`src/hw/rtl/gcpc_ram.sv`:
```
// ----------------------------------------------------------------------------
// gcpc_ram
// generic ram, one write port, two registered read ports
// ----------------------------------------------------------------------------
module gcpc_ram #(
  parameter int unsigned WIDTH = 8,
  parameter int unsigned DEPTH = 16
) (
  input  logic                     clk_i,
  input  logic                     we_i,
  input  logic [$clog2(DEPTH)-1:0] waddr_i,
  input  logic [WIDTH-1:0]         wdata_i,
  input  logic                     re_i,
  input  logic [$clog2(DEPTH)-1:0] raddr_a_i,
  input  logic [$clog2(DEPTH)-1:0] raddr_b_i,
  output logic [WIDTH-1:0]         rdata_a_o,
  output logic [WIDTH-1:0]         rdata_b_o
);

  logic [WIDTH-1:0] mem_q [DEPTH];

  always_ff @(posedge clk_i) begin
    if (we_i) begin
      mem_q[waddr_i] <= wdata_i;
    end
    if (re_i) begin
      rdata_a_o <= mem_q[raddr_a_i];
      rdata_b_o <= mem_q[raddr_b_i];
    end
  end

endmodule

```
`config.mk`:
```
export PLATFORM = sky130hd
export DESIGN_NAME = gcpc_ram
export DESIGN_NICKNAME = d
export VERILOG_FILES = /design/src/hw/rtl/gcpc_ram.sv
export SDC_FILE = /design/constraint.sdc
export NUM_CORES = 1
export LEC_CHECK = 0
export BUFFER_PORTS_ARGS = -buffer_cell sky130_fd_sc_hd__buf_2
export CAP_MARGIN = 20
export CORE_AREA = 10 10 120 122
export CTS_BUF_LIST = sky130_fd_sc_hd__clkbuf_8
export DETAILED_ROUTE_END_ITERATION = 8
export DIE_AREA = 0 0 130 132
export HOLD_SLACK_MARGIN = 0.08
export PLACE_DENSITY = 0.83
export RECOVER_POWER = 100
export REMOVE_ABC_BUFFERS = 1
export SYNTH_ARGS = -nofsm -noshare
export SYNTH_HDL_FRONTEND = slang
export SYNTH_SLANG_ARGS = --single-unit
export TNS_END_PERCENT = 5
```
`constraint.sdc`:
```
create_clock -name clk_i -period 2.33 [get_ports clk_i]
set_input_delay 0.466 -clock clk_i [delete_from_list [all_inputs] [get_ports clk_i]]
set_output_delay 0.466 -clock clk_i [all_outputs]
set_load 0.05 [all_outputs]
```
Word-level counts from Yosys, hierarchy flattened
Memories as Yosys holds them, arrays and structs flattened. A register that Yosys moved wholly into a read port is not among the register bits.
Index checks and enable logic that the tools add are counted.
{ "totals": {"latchBits": 0, "mem_count": 1, "ram_bits": 128, "word_cells": 3, "rom_bits": 0, "input_bits": 23, "ff_bits": 0} }
{ "memory_table": {"columns": ["name", "depth", "word_bits", "rd", "rd_clocked_by_memory_dff", "write_ports", "line", "source"], "rows": [
  ["mem_q", 16, 8, 2, 2, 1, "20", "logic [WIDTH-1:0] mem_q [DEPTH];"]
]} }
{ "classes": {"shift": 0, "eq_ne": 0, "add_sub_neg": 0, "order_cmp": 0, "n_reduce_logical": 0, "div_mod_pow": 0, "bitwise_logic": 0, "mux": 2, "n_mul": 0} }
{ "ops": {"columns": ["operator", "n"], "rows": [
  ["1-bit 2-to-1 mux", 2]
]} }

Logic depth before layout (Yosys ltp)
{ "depth": {"word_depth": 2, "depth_mapped": 5} }

Least setup slack after synthesis
OpenSTA, ideal clock, no wires.
{ "synth_timing": {"kind": "input to register", "start": "input port waddr_i[2]", "end": "memory mem_q[0][0], enable pin", "required_ps": 1947, "t_arrival_ps": 1576, "path_stages": 2, "slack_ps": 371, "cell_sequence": "or3b_2 -> nor3_1"} }
{ "synth_rtl": {"columns": ["item", "line", "source"], "rows": [
  ["start: declaration", "11", "input logic [$clog2(DEPTH)-1:0] waddr_i,"],
  ["end: declaration", "20", null]
]} }
Straight into the memory's write port.

==> results_dict.tcl <==
set metrics [dict create \
    status "finished clean" \
    synthTopCellsByArea "edfxtp_1 (66%), mux4_2 (12%), mux4_1 (11%)" \
    nets 395 \
    crit_arrival_ns 2.17 \
    crit_buf_inv 2 \
    root_buffer "clkbuf_8" \
    diodes 0 \
    io_buffers 38 \
    yosysMostFrequentCell "edfxtp_1" \
    clk_latency_ns 0.44 \
    synth_top_area_cell "edfxtp_1" \
    synth.ff_latch_count 144 \
    cts_setup_buffers 0 \
    numCtsBuffers 17 \
    hold_buffers 0 \
    grt_pass1_vias 3677 \
    startpoint_type "input port" \
    cts_tree "built" \
    ys_seq_area_frac 0.665 \
    synth_edf_count 144 \
    vias_per_cell 6.71 \
    hpwl_um 9500 \
    hold_viol 0 \
    antenna_found_initial 0 \
    syn_avg_cell_area_um2 21.2 \
    clock_skew_ns 0.0145 \
    fin_util 0.613 \
    critPathTopFamily "multiplexers" \
    grt_max_degree 33 \
    setup_violations 0 \
    worstMarginPinSlew_ns 1.05 \
    cts-resized-gates 0 \
    critPathCaptureType "flop" \
    p_per_area_nw_per_um2 766 \
    numClockSinks 144 \
    async_flop_share 0 \
    htree_levels 4 \
    ys_types 19 \
    wl_um 14600 \
    grt_util_all_layers 0.175 \
    syn_area_um2 6510 \
    clock_path_buffers 2 \
    die-area_um2 17200 \
    setup_tns_ns 0 \
    post-route-drc-count 0 \
    vias 3565 \
    slew_viol_final 0 \
    dr.pass1.iters 4 \
    fp.dieH_um 132 \
    max_cap_violations 0 \
    ys.flop_type "edfxtp_1" \
    critPathMaxFanout 15 \
    cpPeakStageDelay_ns 0.64 \
    drtIter0Drc 420 \
    grt_pass1_wl_um 21700 \
    postSynthCellCount 307 \
    yosys-top-cells-count "edfxtp_1 (144), mux4_2 (34), a22oi_1 (32)" \
    hold_path.class "input port to flop" \
    ioPinCount 39 \
    max-slew-margin-rel 0.298 \
    post_drt_wl_per_cell_um 27.4 \
    setup.worst_path.class "input port to flop" \
    vdd_drop_max_mv 0.412 \
    finalCriticalPeriod_ns 1.99 \
    period_share 0.854 \
    core_um2 11900 \
    max_freq_mhz 503 \
    rows 40 \
    yosys_warnings 0 \
    synth_top_area_frac 0.665 \
    drive_gt1_frac 0.216 \
    die_w_um 130 \
    cp.required_ns 2.51 \
    gr-total-overflow 0 \
    crit_chain "buf_2 > clkbuf_2 > mux4_1 > a22oi_1 > nand2_1" \
    clk_pin_slew_worst_paths_ns 0.08 \
    initial_core_util 0.546 \
    final_antenna_net_count 0 \
    area_growth_pct 12.2 \
    place.gp.congestion 0.796 \
    grt_setup_unrepaired "false" \
    cp_slowest_cell "mux4_1" \
    p_leak_nw 2.40 \
    hold-worst-slack_ns 0.529 \
]
==> cell usage in the layout, fill, tap and decap left out, drive strengths merged <==
cell type,Yosys,layout
a22oi,32,32
and2b,2,2
edfxtp,144,144
clkinv,0,6
nand2,17,17
or3b,1,1
and2,2,2
buf,14,18
bufinv,0,5
nor2,14,14
nand3,1,1
inv,0,1
nor3,4,4
clkinvlp,0,2
nand2b,2,2
clkbuf,0,65
nand3b,2,2
mux4,64,64
nor2b,2,2
==> cells by family (layout without fill, tap and decap cells) <==
| group | after synthesis | count (layout) | share of synthesized area |
|---|---|---|---|
| AO/OA/AOI/OAI | 32 | 32 | 0.0369 |
| buffers and inverters | 20 | 97 | 0.0265 |
| flip-flops | 144 | 144 | 0.665 |
| multiplexers | 64 | 64 | 0.238 |
| AND/OR/NAND/NOR | 47 | 47 | 0.0335 |
==> sequential cells by signal, summed over array words and instances, names as in the netlist <==
register   cells
rdata_b_o      8
mem_q        128
rdata_a_o      8
==> layout make-up <==
| class | instances | area [um2] |
|---|---|---|
| clock buffer | 17 | 234 |
| clock inverter | 14 | 198 |
| fill | 858 | 4610 |
| multi-input combinational | 143 | 2010 |
| sequential | 144 | 4320 |
| tap | 147 | 184 |
| timing repair buffer | 66 | 348 |
==> worst paths after layout <==
kind | endpoint | startpoint | depth (start not counted) | slack (ns)
worst max-delay path | rdata_a_o[2]$_DFFE_PP_ | raddr_a_i[0] | 5 | 0.34
worst min-delay path | mem_q[5][5]$_DFFE_PP_ | wdata_i[5] | 1 | 0.53
worst max register to register | rdata_b_o[7]$_DFFE_PP_ | mem_q[0][7]$_DFFE_PP_ | 3 | 0.68
worst min register to register | rdata_a_o[3]$_DFFE_PP_ | mem_q[14][3]$_DFFE_PP_ | 3 | 0.79
==> report_power, final <==
part / total, mW / leakage (nW) / internal [mW] / switching [mW]
registers: 2.96 / 1.32 / 2.93 / 0.0293
clock network: 2.13 / 0.213 / 1.25 / 0.882
logic: 0.501 / 0.870 / 0.189 / 0.311
total: 5.59 / 2.40 / 4.37 / 1.22
==> layer usage <==
metal	track usage	part of all wire	wire length, um	up-vias
met5	0	0	0	-
met3	0.0459	0.087	1270	34
met2	0.284	0.51	7500	200
met1	0.212	0.37	5370	1845
li1	-	-	-	1486
met4	0.0819	0.030	432	0
==> worst reg2reg max path, stage by stage (launching register included) <==
cell and delay, ns:
edfxtp_1 0.40, mux4_4 0.60, a22oi_1 0.31, nand2_1 0.09
==> metrics by stage <==
stage	power, mW	instance area, um2	worst slack, ns	cells
2_1_floorplan	3.29	6330	0.371	287
3_3_place_gp	3.51	6980	0.225	500
3_5_place_dp	3.53	6980	0.199	500
4_1_cts	5.62	7410	0.665	531
5_1_grt	5.75	7300	0.306	531
6_report	5.59	7300	0.341	531
Note: power is estimated with default switching activity, not from simulation.
